## src/rtl/core/rgbbs_pkg.sv

```systemverilog
// Shared constants, codes and types of the RGB bilinear sampler.
package rgbbs_pkg;

    localparam int MAX_WIDTH  = 256;
    localparam int MAX_HEIGHT = 256;
    localparam int FRAC_BITS  = 8;

    localparam int COORD_W   = 24;
    localparam int RGB_W     = 24;
    localparam int CH_W      = 8;
    localparam int DIM_W     = 9;
    localparam int CFG_IDX_W = 2;
    localparam int CFG_W     = 24;
    localparam int OP_W      = 2;

    localparam int COL_W  = $clog2(MAX_WIDTH);
    localparam int ROW_W  = $clog2(MAX_HEIGHT);
    localparam int DEPTH  = MAX_WIDTH * MAX_HEIGHT;
    localparam int ADDR_W = $clog2(DEPTH);

    localparam int SUM_W = COORD_W + 1;
    localparam int INT_W = SUM_W - FRAC_BITS + 1;
    localparam int FW_W  = FRAC_BITS + 1;
    localparam int W_W   = 2 * FRAC_BITS + 1;
    localparam int ACC_W = 2 * FRAC_BITS + CH_W + 1;

    localparam logic [OP_W-1:0] OP_WRITE    = 2'd0;
    localparam logic [OP_W-1:0] OP_NEAREST  = 2'd1;
    localparam logic [OP_W-1:0] OP_BILINEAR = 2'd2;

    localparam logic [CFG_IDX_W-1:0] REG_IMAGE_WIDTH  = 2'd0;
    localparam logic [CFG_IDX_W-1:0] REG_IMAGE_HEIGHT = 2'd1;
    localparam logic [CFG_IDX_W-1:0] REG_CENTER_X     = 2'd2;
    localparam logic [CFG_IDX_W-1:0] REG_CENTER_Y     = 2'd3;

    localparam logic [DIM_W-1:0] RST_IMAGE_DIM = 9'd256;

    typedef struct packed {
        logic       load;
        logic       ctr;
        logic       wr;
        logic       rd;
        logic       near;
        logic [1:0] sel;
        logic       acc;
    } t_cmd;

endpackage

```

## src/rtl/core/rgbbs_ctrl.sv

```systemverilog
// Controller state machine of the RGB bilinear sampler.
module rgbbs_ctrl (
    input  logic                          i_clk,
    input  logic                          i_rst_n,
    input  logic                          start,
    input  logic [rgbbs_pkg::OP_W-1:0]    i_opcode,
    output logic                          busy,
    output logic                          o_valid,
    output rgbbs_pkg::t_cmd               o_cmd
);

    typedef enum logic [1:0] {
        S_IDLE,
        S_WRITE,
        S_ISSUE,
        S_FIN
    } t_state;

    t_state     r_state, n_state;
    logic [1:0] r_cnt, n_cnt;
    logic       r_near, n_near;
    logic       r_acc;
    logic       r_valid;

    always_comb begin
        n_state = r_state;
        n_cnt   = r_cnt;
        n_near  = r_near;
        o_cmd   = '0;
        o_cmd.acc  = r_acc;
        o_cmd.sel  = r_cnt;
        o_cmd.near = r_near;
        unique case (r_state)
            S_IDLE: begin
                if (start) begin
                    o_cmd.load = 1'b1;
                    o_cmd.ctr  = (i_opcode != rgbbs_pkg::OP_WRITE);
                    n_cnt      = '0;
                    case (i_opcode)
                        rgbbs_pkg::OP_WRITE: begin
                            n_state = S_WRITE;
                        end
                        rgbbs_pkg::OP_NEAREST: begin
                            n_state = S_ISSUE;
                            n_near  = 1'b1;
                        end
                        rgbbs_pkg::OP_BILINEAR: begin
                            n_state = S_ISSUE;
                            n_near  = 1'b0;
                        end
                        default: begin
                            n_state = S_IDLE;
                        end
                    endcase
                end
            end
            S_WRITE: begin
                o_cmd.wr = 1'b1;
                n_state  = S_IDLE;
            end
            S_ISSUE: begin
                o_cmd.rd = 1'b1;
                if (r_near || r_cnt == 2'd3) begin
                    n_state = S_FIN;
                end else begin
                    n_cnt = r_cnt + 2'd1;
                end
            end
            S_FIN: begin
                n_state = S_IDLE;
            end
            default: begin
                n_state = S_IDLE;
            end
        endcase
    end

    always_ff @(posedge i_clk) begin
        if (!i_rst_n) begin
            r_state <= S_IDLE;
            r_cnt   <= '0;
            r_near  <= 1'b0;
            r_acc   <= 1'b0;
            r_valid <= 1'b0;
        end else begin
            r_state <= n_state;
            r_cnt   <= n_cnt;
            r_near  <= n_near;
            r_acc   <= o_cmd.rd;
            r_valid <= (r_state == S_FIN);
        end
    end

    assign busy    = (r_state != S_IDLE);
    assign o_valid = r_valid;

    a_valid_idle: assert property (@(posedge i_clk) disable iff (!i_rst_n)
        r_valid |-> (r_state == S_IDLE))
        else $error("result strobe outside idle");

    a_valid_after_fin: assert property (@(posedge i_clk) disable iff (!i_rst_n)
        $rose(r_valid) |-> ($past(r_state) == S_FIN))
        else $error("result strobe without finishing step");

    a_write_one_cycle: assert property (@(posedge i_clk) disable iff (!i_rst_n)
        (r_state == S_WRITE) |=> (r_state == S_IDLE))
        else $error("write step overran");

    a_four_reads: assert property (@(posedge i_clk) disable iff (!i_rst_n)
        (r_state == S_ISSUE && !r_near && r_cnt != 2'd3) |=> (r_state == S_ISSUE))
        else $error("bilinear read sequence cut short");

    a_acc_follows_rd: assert property (@(posedge i_clk) disable iff (!i_rst_n)
        r_acc |-> ($past(r_state) == S_ISSUE))
        else $error("accumulate without a read");

endmodule

```

## config.mk

```make
export PLATFORM = sky130hd
export DESIGN_NAME = rgbbs_ctrl
export DESIGN_NICKNAME = d
export VERILOG_FILES = /design/src/rtl/core/rgbbs_pkg.sv /design/src/rtl/core/rgbbs_ctrl.sv
export SDC_FILE = /design/constraint.sdc
export NUM_CORES = 1
export LEC_CHECK = 0
export ABC_AREA = 1
export BUFFER_PORTS_ARGS = -buffer_cell sky130_fd_sc_hd__buf_2
export CAP_MARGIN = 10
export CORE_AREA = 2 2 39 41
export CTS_BUF_LIST = sky130_fd_sc_hd__clkbuf_4 sky130_fd_sc_hd__clkbuf_8
export DETAILED_ROUTE_END_ITERATION = 6
export DIE_AREA = 0 0 41 43
export GPL_ROUTABILITY_DRIVEN = 0
export PLACE_DENSITY = 0.52
export SYNTH_ARGS = -nofsm -noshare
export SYNTH_HDL_FRONTEND = slang
export SYNTH_SLANG_ARGS = --single-unit
```

## constraint.sdc

```tcl
create_clock -name i_clk -period 2.43 [get_ports i_clk]
set_input_delay 0.1215 -clock i_clk [delete_from_list [all_inputs] [get_ports i_clk]]
set_output_delay 0.1215 -clock i_clk [all_outputs]
set_load 0.005 [all_outputs]
```

# Yosys cells after proc, flatten, opt, wreduce, memory -nomap -nowiden
# Cells that the tools add are included.
[classes] addsub=1 n_eq_ne=9 muxes=12 n_reduce_logical=12
[ops] operator="$mux W2" n=6
[ops] operator="$eq A2 B2 Y1 const B" n=4
[ops] operator="$pmux W2 S2" n=2
[ops] operator="$reduce_bool A2 Y1" n=4
[ops] operator="$ne A2 B2 Y1 const B" n=3
[ops] operator="$pmux W2 S3" n=1
[ops] operator="$reduce_and A3 Y1" n=2
[ops] operator="$eq A2 B1 Y1 const B" n=2
[ops] operator="$logic_not A2 Y1" n=2
[ops] operator="$reduce_or A2 Y1" n=2
[ops] operator="$add A2 B1 Y2 const B" n=1
[ops] operator="$mux W1" n=2
[ops] operator="$pmux W1 S2" n=1
[ops] operator="$reduce_and A2 Y1" n=1
[ops] operator="$logic_or A1 B1 Y1" n=1
[word_totals] regBits=7 word_cells=39 output_inout_bits=10

# Logic depth before layout (Yosys ltp)
# Gate-level depths: netlist (run 1).
[depth] ltp_word=5 mapped_depth=6 ltp_nobuf=6

# Least setup slack after synthesis (run 1)
# Ideal clock, no wire load.
[synth_timing] kind="register -> register" start="register r_cnt[0]" end="register r_cnt[0]" setup_time_ns=0.115 required_time_ns=2.315 path_stages_with_launch=6 t_arrival_ns=0.863 period_less_slack_ns=0.978 slack_ns=1.452 path_cell_list="dfxtp_1 > ha_1 > nor2_1 > nand2_2 > a21oi_1 > nor2_1"
[synth_via] elab_chain_len=4 elab_cells_between_ends=7 cone_classes="add/sub (1); eq/ne (2); mux (2); reduce/logical (2)"
[synth_rtl] item="start: declaration" line="rgbbs_ctrl.sv:20" source="logic [1:0] r_cnt, n_cnt;"
[synth_rtl] item="start signal: assignment" line="rgbbs_ctrl.sv:87" source="r_cnt <= n_cnt;"
[synth_rtl] item="parallel branches: the longest is 4 deep, another holds $add A2 B1 Y2"
# Several ways; the timed one is not identified. The select of a mux whose other input is x is not followed.
# A chain may end at the register's enable or synchronous reset.

==> run summary, run 1 <==
Core Region -> 1380 um2
largest net degree at the start of global routing -> 7
crit path time final -> 1.27 ns
most area-hungry cell type in the Yosys netlist -> dfxtp_1
slowest stage cell, crit path -> dfxtp_1
Arr. time, crit path -> 1.14 ns
post_cts resized -> 0
Worst Path Required -> 2.31 ns
count leader, synth -> nor2_1
FMAX -> 790 MHz
Post-synth ARST share -> 0
H-tree depth -> 1
GR Overflow Total -> 0
Die Span Y -> 43 um
RR Endpoint -> r_cnt[0]
Hold Buf Count CTS -> 0
Post-synth EDFFs -> 0
Crit. End Element -> output pin
worst slew pin tran -> 0.213 ns
die width -> 41 um
PortBufs -> 14
drt total wl -> 731 um
leakage dissipation -> 0.267 nW
clock skew -> 0.00276 ns
max cap viols -> 0
Hold Path Class -> input port to flop
FP Rows -> 14
total CTS buffers -> 3
worst reg2reg path startpoint -> r_cnt[0]
post-CTS setup buffers -> 0
CTS tree -> done
antenna violations before repair -> 0
Worst Hold Path EP -> r_cnt[0]
vias in the first global route -> 296
fraction of layout cells with a size suffix above 1 -> 0.373
Crit Path Category -> flop to output pin
die area -> 1760 um2
diodes inserted -> 0
CTS root buffer -> clkbuf_4
final period utilization -> 0.521
dpl hpwl -> 582 um
I/O pin count -> 15
top cells by count, synth -> nor2_1 (11), dfxtp_1 (7), inv_1 (7)
hold path startpoint -> i_rst_n
Worst Hold Margin -> 0.136 ns
Worst R2R Path Depth -> 5
#FFs+latches synth -> 7
CP max stage delay -> 0.36 ns
1st-iter DRT viols -> 12
Vias/cell -> 4.36
Clock Sinks -> 7
Worst Hold Depth -> 3
post-synthesis cell count -> 51
Pins Over Slew Limit -> 0
Critical Path Source Type -> flop
CP Cell Sequence -> nor2_2, nand2_4, nor2_1, buf_2
drt first pass iters -> 2
CP top delay family -> simple AND/OR/NAND/NOR gates
final hold viol count -> 0
DRC -> 0
synthesized cell area -> 375 um2
area fraction of the dominant cell type after synthesis -> 0.373
Final setup viols -> 0
run status -> complete, no violations
Synth area leaders -> dfxtp_1 (37%), nor2_1 (11%), ha_1 (10%), inv_1 (7.0%), a21oi_1 (4.0%)
Post-layout nets -> 76
Starting Density -> 0.271
Avg Inst Size Synth -> 7.36 um2
Most used DFF post-synth -> dfxtp_1
unrepaired setup endpoints after global routing -> false
R2R setup slack -> 1.36 ns
Placement Cell Area -> 450 um2
DR WL/cell -> 8.81 um
gr usage total -> 0.111
antenna viol nets, final -> 0
Synth cell types -> 18
setup TNS -> 0 ns
Synth warnings -> 0
total number of vias -> 362
first-pass GRT wire length -> 1210 um
Post-Syn Nets -> 59
sequential area share after synthesis -> 0.373
CTS clock-pin slew for the worst setup and hold paths -> 0.05 ns
Max clock buf depth -> 2
Worst-Skew Late Latency -> 0.25 ns
maximum VDD drop -> 0.303 mV
Bufs and invs on worst path -> 1
highest net fanout along the worst path -> 6
fillcell total -> 145
worst rel slew slack -> 0.858
PD cells -> 690 nW/um2
Layout area overhead -> 28.0%
fin area -> 480 um2
## cell usage in the layout (no fill, tap or decap), types with 2 or more instances in the layout
cell type and instances:
nand3_1 2, ha_1 3, nand2_1 4, a21oi_1 3, inv_2 3, clkbuf_4 4
dfxtp_1 7, inv_1 7, buf_2 14, nor2_1 11
## metal layers
layer  vias up  part of all wire  global-route usage
met5         -                 0                   0
met4         0             0.012               0.100
met3         2             0.063              0.0681
met2        13              0.44               0.138
met1       156              0.48               0.123
li1        191                 -                   -
## kinds of logic (layout without fill, tap and decap cells)
group,count (synthesis),in the layout,share of synthesized area
buffers and inverters,12,28,0.140
adder cells (fa/ha/maj),3,3,0.100
flip-flops,7,7,0.373
AO/OA/AOI/OAI,6,6,0.0866
AND/OR/NAND/NOR,23,23,0.300
## worst max path at each step
stage | slack (ns) | cells past startpoint | startpoint | to
after floorplan | 1.45 | 5 | r_cnt[0] | r_cnt[0]
after global placement | 1.36 | 5 | r_cnt[0] | r_cnt[0]
after detailed placement | 1.37 | 5 | r_cnt[0] | r_cnt[0]
after CTS | 1.14 | 4 | r_state[1] | o_cmd[6]
after global routing | 1.05 | 4 | r_state[1] | o_cmd[6]
final | 1.16 | 4 | r_state[1] | o_cmd[6]
## worst min-delay path: cells and delay by family
family                 cells  cell delay (ns)
buffers and inverters      1             0.13
and+or+nand+nor            2             0.10
## sequential cells by signal, summed over array words and instances, names as in the netlist
signal,cells
o_valid,1
r_cnt,2
r_state,2
r_acc,1
r_near,1
## power by group
part | internal [mW] | total (mW) | leakage (nW) | switching (mW)
sequential | 0.125 | 0.135 | 0.0574 | 0.00996
combinational | 0.0339 | 0.0770 | 0.191 | 0.0431
clock | 0.0740 | 0.120 | 0.0184 | 0.0455
## stage by stage
stage | power [mW] | setup slack (ns) | utilization | instances
floorplan | 0.190 | 1.45 | - | 51
global placement | 0.216 | 1.36 | 0.325 | 79
detailed placement | 0.216 | 1.37 | 0.325 | 79
CTS | 0.342 | 1.14 | 0.347 | 83
global route | 0.360 | 1.05 | 0.347 | 83
finish | 0.332 | 1.16 | 0.347 | 83
## final cells by class
| type | count | area, um2 | share of cell area |
|---|---|---|---|
| Clock buffer | 4 | 30.0 | 0.0625 |
| Inverter | 10 | 37.5 | 0.0781 |
| Multi-Input combinational cell | 32 | 183 | 0.380 |
| Sequential cell | 7 | 140 | 0.292 |
| Tap cell | 16 | 20.0 | 0.0417 |
| Timing Repair Buffer | 14 | 70.1 | 0.146 |
Power figures use the tool's default switching activity.
==> inputs of run 2 (changes only) <==
--- a/config.mk
+++ b/config.mk
@@ -5,7 +5,7 @@
 export SDC_FILE = /design/constraint.sdc
 export NUM_CORES = 1
 export LEC_CHECK = 0
-export ABC_AREA = 1
+export ABC_AREA = 0
 export BUFFER_PORTS_ARGS = -buffer_cell sky130_fd_sc_hd__buf_2
 export CAP_MARGIN = 10
 export CORE_AREA = 2 2 39 41
@@ -13,7 +13,7 @@
 export DETAILED_ROUTE_END_ITERATION = 6
 export DIE_AREA = 0 0 41 43
 export GPL_ROUTABILITY_DRIVEN = 0
-export PLACE_DENSITY = 0.52
+export PLACE_DENSITY = 0.51
 export SYNTH_ARGS = -nofsm -noshare
 export SYNTH_HDL_FRONTEND = slang
 export SYNTH_SLANG_ARGS = --single-unit
==> constraint.sdc (replaced) <==
create_clock -name i_clk -period 1.2 [get_ports i_clk]
set_input_delay 0.06 -clock i_clk [delete_from_list [all_inputs] [get_ports i_clk]]
set_output_delay 0.06 -clock i_clk [all_outputs]
set_load 0.005 [all_outputs]
==> run 2 against run 1 <==
Compared with the run above:
- the run now ends with setup timing left
- clock skew up 0.0016 ns
- worst setup slack worse by 1.3 ns
- register-to-register slack lost 1.4 ns
- global-route usage decreased by 0.94 points
- final cell count decreased by 4.8%
==> run summary, run 2 <==
run status -> complete, but fails checks (was complete, no violations)
failing checks -> setup timing
most area-hungry cell type in the Yosys netlist -> dfxtp_1 (unchanged)
crit path time final -> 1.30 ns
unrepaired setup endpoints after global routing -> true (was false)
leakage dissipation -> 0.292 nW (was 0.267 nW)
Post-layout nets -> 72 (was 76)
diodes inserted -> 0 (unchanged)
Crit Path Category -> flop to output pin (unchanged)
Final Instance Count excl. Fillers -> 79 (was 83)
max cap viols -> 0 (unchanged)
final worst slack -> -0.0998 ns (was 1.16 ns)
Setup WS pre-CTS -> -0.0795 ns (was 1.37 ns)
Synth cell types -> 21 (was 18)
post-synthesis cell count -> 39 (was 51)
Most used DFF post-synth -> dfxtp_1 (unchanged)
Arr. time, crit path -> 1.24 ns (was 1.14 ns)
Pins Over Slew Limit -> 0 (unchanged)
synthesized cell area -> 357 um2 (was 375 um2)
Final setup viols -> 4 (was 0)
Seq pwr share -> 0.390 (was 0.407)
antenna viol nets, final -> 0 (unchanged)
fraction of layout cells with a size suffix above 1 -> 0.619 (was 0.373)
CTS root buffer -> clkbuf_4 (unchanged)
GR Overflow Total -> 0 (unchanged)
largest net degree at the start of global routing -> 7 (unchanged)
fin area -> 573 um2 (was 480 um2)
area fraction of the dominant cell type after synthesis -> 0.393 (was 0.373)
maximum VDD drop -> 0.377 mV (was 0.303 mV)
drt total wl -> 740 um (was 731 um)
Worst-Skew Late Latency -> 0.25 ns (about the same)
FP Rows -> 14 (unchanged)
CP max stage delay -> 0.42 ns (was 0.36 ns)
H-tree depth -> 1 (unchanged)
drt first pass iters -> 2 (unchanged)
max layer used -> met3 (was met4)
Die Span Y -> 43 um (unchanged)
Critical Path Source Type -> flop (unchanged)
combinational power share -> 0.245 (was 0.232)
gr usage total -> 0.101 (was 0.111)
Crit. End Element -> output pin (unchanged)
CTS clock-pin slew for the worst setup and hold paths -> 0.06 ns (was 0.05 ns)
Worst Path Required -> 1.14 ns (was 2.31 ns)
#FFs+latches synth -> 7 (unchanged)
clock group share of total power -> 0.365 (was 0.360)
worst reg2reg path startpoint -> r_cnt[0] (unchanged)
Clock Sinks -> 7 (unchanged)
Metal-1 WL -> 341 um (was 351 um)
top cells by count, synth -> dfxtp_1 (7), inv_1 (4), nor2_1 (4) (was nor2_1 (11), dfxtp_1 (7), inv_1 (7))
Core Util, Final -> 0.414 (was 0.347)
Psw -> 166 uW (was 98.6 uW)
slowest stage cell, crit path -> or3b_4 (was dfxtp_1)
1st-iter DRT viols -> 1 (was 12)
worst slew pin tran -> 0.180 ns (was 0.213 ns)
cell internal pwr -> 492 uW (was 233 uW)
CP Cell Sequence -> or3b_4, clkinv_4, buf_6, buf_6 (was nor2_2, nand2_4, nor2_1, buf_2)
worst rel slew slack -> 0.879 (was 0.858)
commonest non-fill, non-tap cells in the layout -> buf_2 (12), buf_6 (6) (was buf_2 (14), nor2_1 (11), inv_1 (7), dfxtp_1 (7))
count leader, synth -> dfxtp_1 (was nor2_1)
Worst Hold Path EP -> r_state[1] (was r_cnt[0])
Max clock buf depth -> 2 (unchanged)
sequential area share after synthesis -> 0.393 (was 0.373)
Post-synth ARST share -> 0 (unchanged)
clock skew -> 0.00439 ns (was 0.00276 ns)
final hold viol count -> 0 (unchanged)
Avg Inst Size Synth -> 9.14 um2 (was 7.36 um2)
sw frac -> 0.253 (was 0.297)
Hold Buf Count CTS -> 0 (unchanged)
Core Region -> 1380 um2 (unchanged)
total number of vias -> 336 (was 362)
Synth area leaders -> dfxtp_1 (39%), ha_1 (11%), a311oi_2 (4.2%), buf_4 (4.2%), inv_1 (4.2%) (was dfxtp_1 (37%), nor2_1 (11%), ha_1 (10%), inv_1 (7.0%), a21oi_1 (4.0%))
total CTS buffers -> 3 (unchanged)
most common cell after layout, fill and taps aside -> buf_2 (unchanged)
Synth warnings -> 0 (unchanged)
placed cells -> 72 (was 79)
Top Registers -> r_cnt (2), r_state (2) (unchanged)
CTS tree -> done (unchanged)
first-pass GRT wire length -> 1170 um (was 1210 um)
metal2 WL -> 346 um (was 323 um)
vias in the first global route -> 294 (was 296)
die width -> 41 um (unchanged)
hold path startpoint -> start (was i_rst_n)
Worst R2R Path Depth -> 3 (was 5)
Hold Path Class -> input port to flop (unchanged)
dpl hpwl -> 544 um (was 582 um)
DRC -> 0 (unchanged)
antenna violations before repair -> 0 (unchanged)
Starting Density -> 0.258 (was 0.271)
die area -> 1760 um2 (unchanged)
FMAX -> 769 MHz
PortBufs -> 14 (unchanged)
Placement Cell Area -> 473 um2 (was 450 um2)
RR Endpoint -> r_cnt[0] (unchanged)
PD cells -> 1150 nW/um2 (was 690 nW/um2)
most frequent CP cell -> buf_6
Worst Hold Depth -> 3 (unchanged)
R2R setup slack -> -0.07 ns (was 1.36 ns)
Post-Syn Nets -> 47 (was 59)
Vias/cell -> 4.25 (was 4.36)
WL met3 -> 52 um (was 46 um)
DR WL/cell -> 9.37 um (was 8.81 um)
I/O pin count -> 15 (unchanged)
Post-synth EDFFs -> 0 (unchanged)
Layout area overhead -> 60.7% (was 28.0%)
final period utilization -> 1.08
highest net fanout along the worst path -> 4 (was 6)
run 2: cell count changes in the layout (fill, tap and decap cells not counted), sizes merged, moves of 3 or more:
cell,delta
buf,+8
inv,-6
nand2,-3
nor2,-9
run 2: cell families after synthesis:
| family | count (synthesis) | share of synthesized area |
|---|---|---|
| simple gates | 15 | 0.256 |
| compound gates | 7 | 0.147 |
| flops | 7 | 0.393 |
| buf+inv | 7 | 0.0982 |
| fa+ha+maj | 3 | 0.105 |
run 2: layout make-up:
type                    instances  area (um2)
clock buffers                   4        30.0
fillers                       151         811
inverters                       5        23.8
multi-input cells              25         196
flip-flops and latches          7         145
well taps                      16        20.0
repair buffers                 22         158
run 2: what timing repair did:
| item | CTS | global route |
|---|---|---|
| endpoints found under the hold margin | 0 | 0 |
| setup endpoints to repair | 5 | 6 |
| gates resized for setup | 8 | 4 |
| setup buffers | 3 | 0 |
| pin swaps | 5 | 2 |
run 2: critical path, delay by kind of cell, from the launching register on:
family,cells,cell delay [ns]
buffers and inverters,3,0.23
AND/OR/NAND/NOR,1,0.42
flip-flops,1,0.33
run 2: worst max path at each step:
stage	from	end	cells after the start
after global routing	r_cnt[0]	r_cnt[0]	3
after global placement	r_cnt[0]	r_cnt[0]	3
final	r_state[1]	o_cmd[7]	4
after detailed placement	r_cnt[0]	r_cnt[0]	3
after floorplan	r_cnt[0]	r_cnt[0]	4
after CTS	r_state[0]	o_cmd[7]	4
run 2: stage by stage:
stage	power, mW	hold slack (ns)	TNS (ns)
finish	0.658	0.0779	-0.275
global route	0.701	0.102	-0.550
global placement	0.387	0.319	-0.126
CTS	0.658	0.0594	-0.339
floorplan	0.333	0.201	-0.107
detailed placement	0.388	0.327	-0.140
run 2: power by group through the flow:
| stage | clock network, mW | registers [mW] | logic, mW |
|---|---|---|---|
| after CTS | 0.251 | 0.256 | 0.152 |
| after global placement | 0 | 0.259 | 0.128 |
| after detailed placement | 0 | 0.259 | 0.129 |
| after global routing | 0.265 | 0.259 | 0.177 |
| final | 0.240 | 0.256 | 0.161 |
| after floorplan | 0 | 0.263 | 0.0708 |
run 2: routing by layer:
layer  vias to the layer above  track usage
met2                        11        0.134
met4                         0        0.100
met5                         -            0
li1                        177            -
met3                         0       0.0157
met1                       148        0.128
==> inputs of run 3 (changes only) <==
--- a/config.mk
+++ b/config.mk
@@ -8,10 +8,10 @@
 export ABC_AREA = 0
 export BUFFER_PORTS_ARGS = -buffer_cell sky130_fd_sc_hd__buf_2
 export CAP_MARGIN = 10
-export CORE_AREA = 2 2 39 41
+export CORE_AREA = 5 5 42 44
 export CTS_BUF_LIST = sky130_fd_sc_hd__clkbuf_4 sky130_fd_sc_hd__clkbuf_8
 export DETAILED_ROUTE_END_ITERATION = 6
-export DIE_AREA = 0 0 41 43
+export DIE_AREA = 0 0 47 49
 export GPL_ROUTABILITY_DRIVEN = 0
 export PLACE_DENSITY = 0.51
 export SYNTH_ARGS = -nofsm -noshare
==> run 3 against run 2 <==
Compared with the run above:
- critical path type unchanged
- critical path depth did not move
- non-clock buffer count rose by 3
- clock skew fell by 0.0034 ns
- fmax rose by 1.8%
- hold slack got worse by 0.011 ns
- largest power group unchanged
- the flow still finishes with violations (setup timing)
==> run summary, run 3 (synthesized netlist as in run 2, its figures left out) <==
GR Overflow Total -> 0 (unchanged)
Max clock buf depth -> 2 (unchanged)
FMAX -> 783 MHz (was 769 MHz)
antenna violations before repair -> 0 (unchanged)
worst slew pin tran -> 0.190 ns (was 0.180 ns)
final worst slack -> -0.0770 ns (was -0.0998 ns)
PD cells -> 1100 nW/um2 (was 1150 nW/um2)
Final setup viols -> 5 (was 4)
CTS root buffer -> clkbuf_4 (unchanged)
overall power -> 656 uW (was 658 uW)
Crit Path Category -> flop to output pin (unchanged)
final hold viol count -> 0 (unchanged)
Worst Path Required -> 1.14 ns (about the same)
FP Rows -> 14 (unchanged)
Top Registers -> r_cnt (2), r_state (2) (unchanged)
worst reg2reg path startpoint -> r_cnt[0] (unchanged)
Worst R2R Path Depth -> 3 (unchanged)
DR WL/cell -> 9.89 um (was 9.37 um)
Die Span Y -> 49 um (was 43 um)
drt first pass iters -> 4 (was 2)
most frequent CP cell -> buf_6 (unchanged)
setup TNS -> -0.240 ns (was -0.275 ns)
die area -> 2300 um2 (was 1760 um2)
first-pass GRT wire length -> 1480 um (was 1170 um)
clock skew -> 0.000946 ns (was 0.00439 ns)
max cap viols -> 0 (unchanged)
gr usage total -> 0.0931 (was 0.101)
total number of vias -> 359 (was 336)
total CTS buffers -> 3 (unchanged)
Hold Buf Count CTS -> 0 (unchanged)
drt total wl -> 811 um (was 740 um)
diodes inserted -> 0 (unchanged)
Core Region -> 1400 um2 (was 1380 um2)
die width -> 47 um (was 41 um)
RR Endpoint -> r_cnt[0] (unchanged)
Post-layout nets -> 75 (was 72)
CP Cell Sequence -> or3b_4, clkinv_4, buf_6, buf_6 (unchanged)
Worst-Skew Late Latency -> 0.24 ns (was 0.25 ns)
Setup WS pre-CTS -> -0.0706 ns (was -0.0795 ns)
CTS clock-pin slew for the worst setup and hold paths -> 0.05 ns (was 0.06 ns)
Core Util, Final -> 0.424 (was 0.414)
Pins Over Slew Limit -> 0 (unchanged)
slowest stage cell, crit path -> or3b_4 (unchanged)
crit path time final -> 1.28 ns (was 1.30 ns)
Hold Path Class -> input port to flop (unchanged)
Layout area overhead -> 66.7% (was 60.7%)
run status -> complete, but fails checks (unchanged)
final period utilization -> 1.06 (was 1.08)
worst rel slew slack -> 0.873 (was 0.879)
Vias/cell -> 4.38 (was 4.25)
Crit. End Element -> output pin (unchanged)
failing checks -> setup timing (unchanged)
I/O pin count -> 15 (unchanged)
unrepaired setup endpoints after global routing -> true (unchanged)
leakage dissipation -> 0.306 nW (was 0.292 nW)
Critical Path Source Type -> flop (unchanged)
H-tree depth -> 1 (unchanged)
R2R setup slack -> -0.06 ns (was -0.07 ns)
vias in the first global route -> 347 (was 294)
Worst Hold Depth -> 3 (unchanged)
commonest non-fill, non-tap cells in the layout -> buf_2 (12), buf_4 (8), buf_6 (5) (was buf_2 (12), buf_6 (6))
highest net fanout along the worst path -> 3 (was 4)
PortBufs -> 14 (unchanged)
Worst Hold Path EP -> r_state[1] (unchanged)
maximum VDD drop -> 0.585 mV (was 0.377 mV)
DRC -> 0 (unchanged)
1st-iter DRT viols -> 3 (was 1)
CTS tree -> done (unchanged)
placed cells -> 73 (was 72)
dpl hpwl -> 618 um (was 544 um)
Starting Density -> 0.254 (was 0.258)
hold path startpoint -> start (unchanged)
Arr. time, crit path -> 1.22 ns (was 1.24 ns)
CP max stage delay -> 0.42 ns (about the same)
Final Instance Count excl. Fillers -> 82 (was 79)
fraction of layout cells with a size suffix above 1 -> 0.652 (was 0.619)
most common cell after layout, fill and taps aside -> buf_2 (unchanged)
antenna viol nets, final -> 0 (unchanged)
Clock Sinks -> 7 (unchanged)
largest net degree at the start of global routing -> 7 (unchanged)
run 3: layout make-up:
cell class | count | area [um2]
inverter | 5 | 23.8
fill | 155 | 807
tap | 16 | 20.0
sequential | 7 | 145
multi-input combinational | 25 | 199
clock buffer | 4 | 30.0
timing repair buffer | 25 | 176
run 3: worst max-delay path, delay by kind of cell, from the launching register on:
kind	cells	cell delay [ns]
and+or+nand+nor	1	0.42
DFF	1	0.32
buffers and inverters	3	0.22
run 3: layer usage:
metal	global-route usage	part of all wire
met2	0.120	0.48
met3	0.0406	0.073
met4	0.0829	0.021
met5	0	0
met1	0.110	0.43
run 3: how the worst max path moves through the flow:
stage | start | endpoint | slack (ns) | cells past startpoint
after floorplan | r_cnt[0] | r_cnt[0] | -0.06 | 4
after global placement | r_cnt[0] | r_cnt[0] | -0.07 | 3
after detailed placement | r_cnt[0] | r_cnt[0] | -0.07 | 4
after CTS | r_state[0] | o_cmd[7] | -0.08 | 4
after global routing | r_state[0] | r_cnt[0] | -0.13 | 4
final | r_state[1] | o_cmd[7] | -0.08 | 4
run 3: power breakdown:
part	switching [mW]	internal [mW]	leakage, nW
Clock	0.0799	0.149	0.0184
Combinational	0.0694	0.101	0.229
Sequential	0.00897	0.248	0.0588
run 3: what timing repair did:
action | 4_1_cts | 5_1_grt
setup buffers | 3 | 2
resized for setup | 9 | 3
endpoints found under the setup margin | 4 | 7
pin swaps | 5 | 1
run 3: metrics by stage:
step	cell area (um2)	hold WS, ns
after floorplan	360	0.201
after global placement	480	0.319
after detailed placement	480	0.319
after CTS	569	0.0603
after global routing	594	0.0925
final	594	0.0674
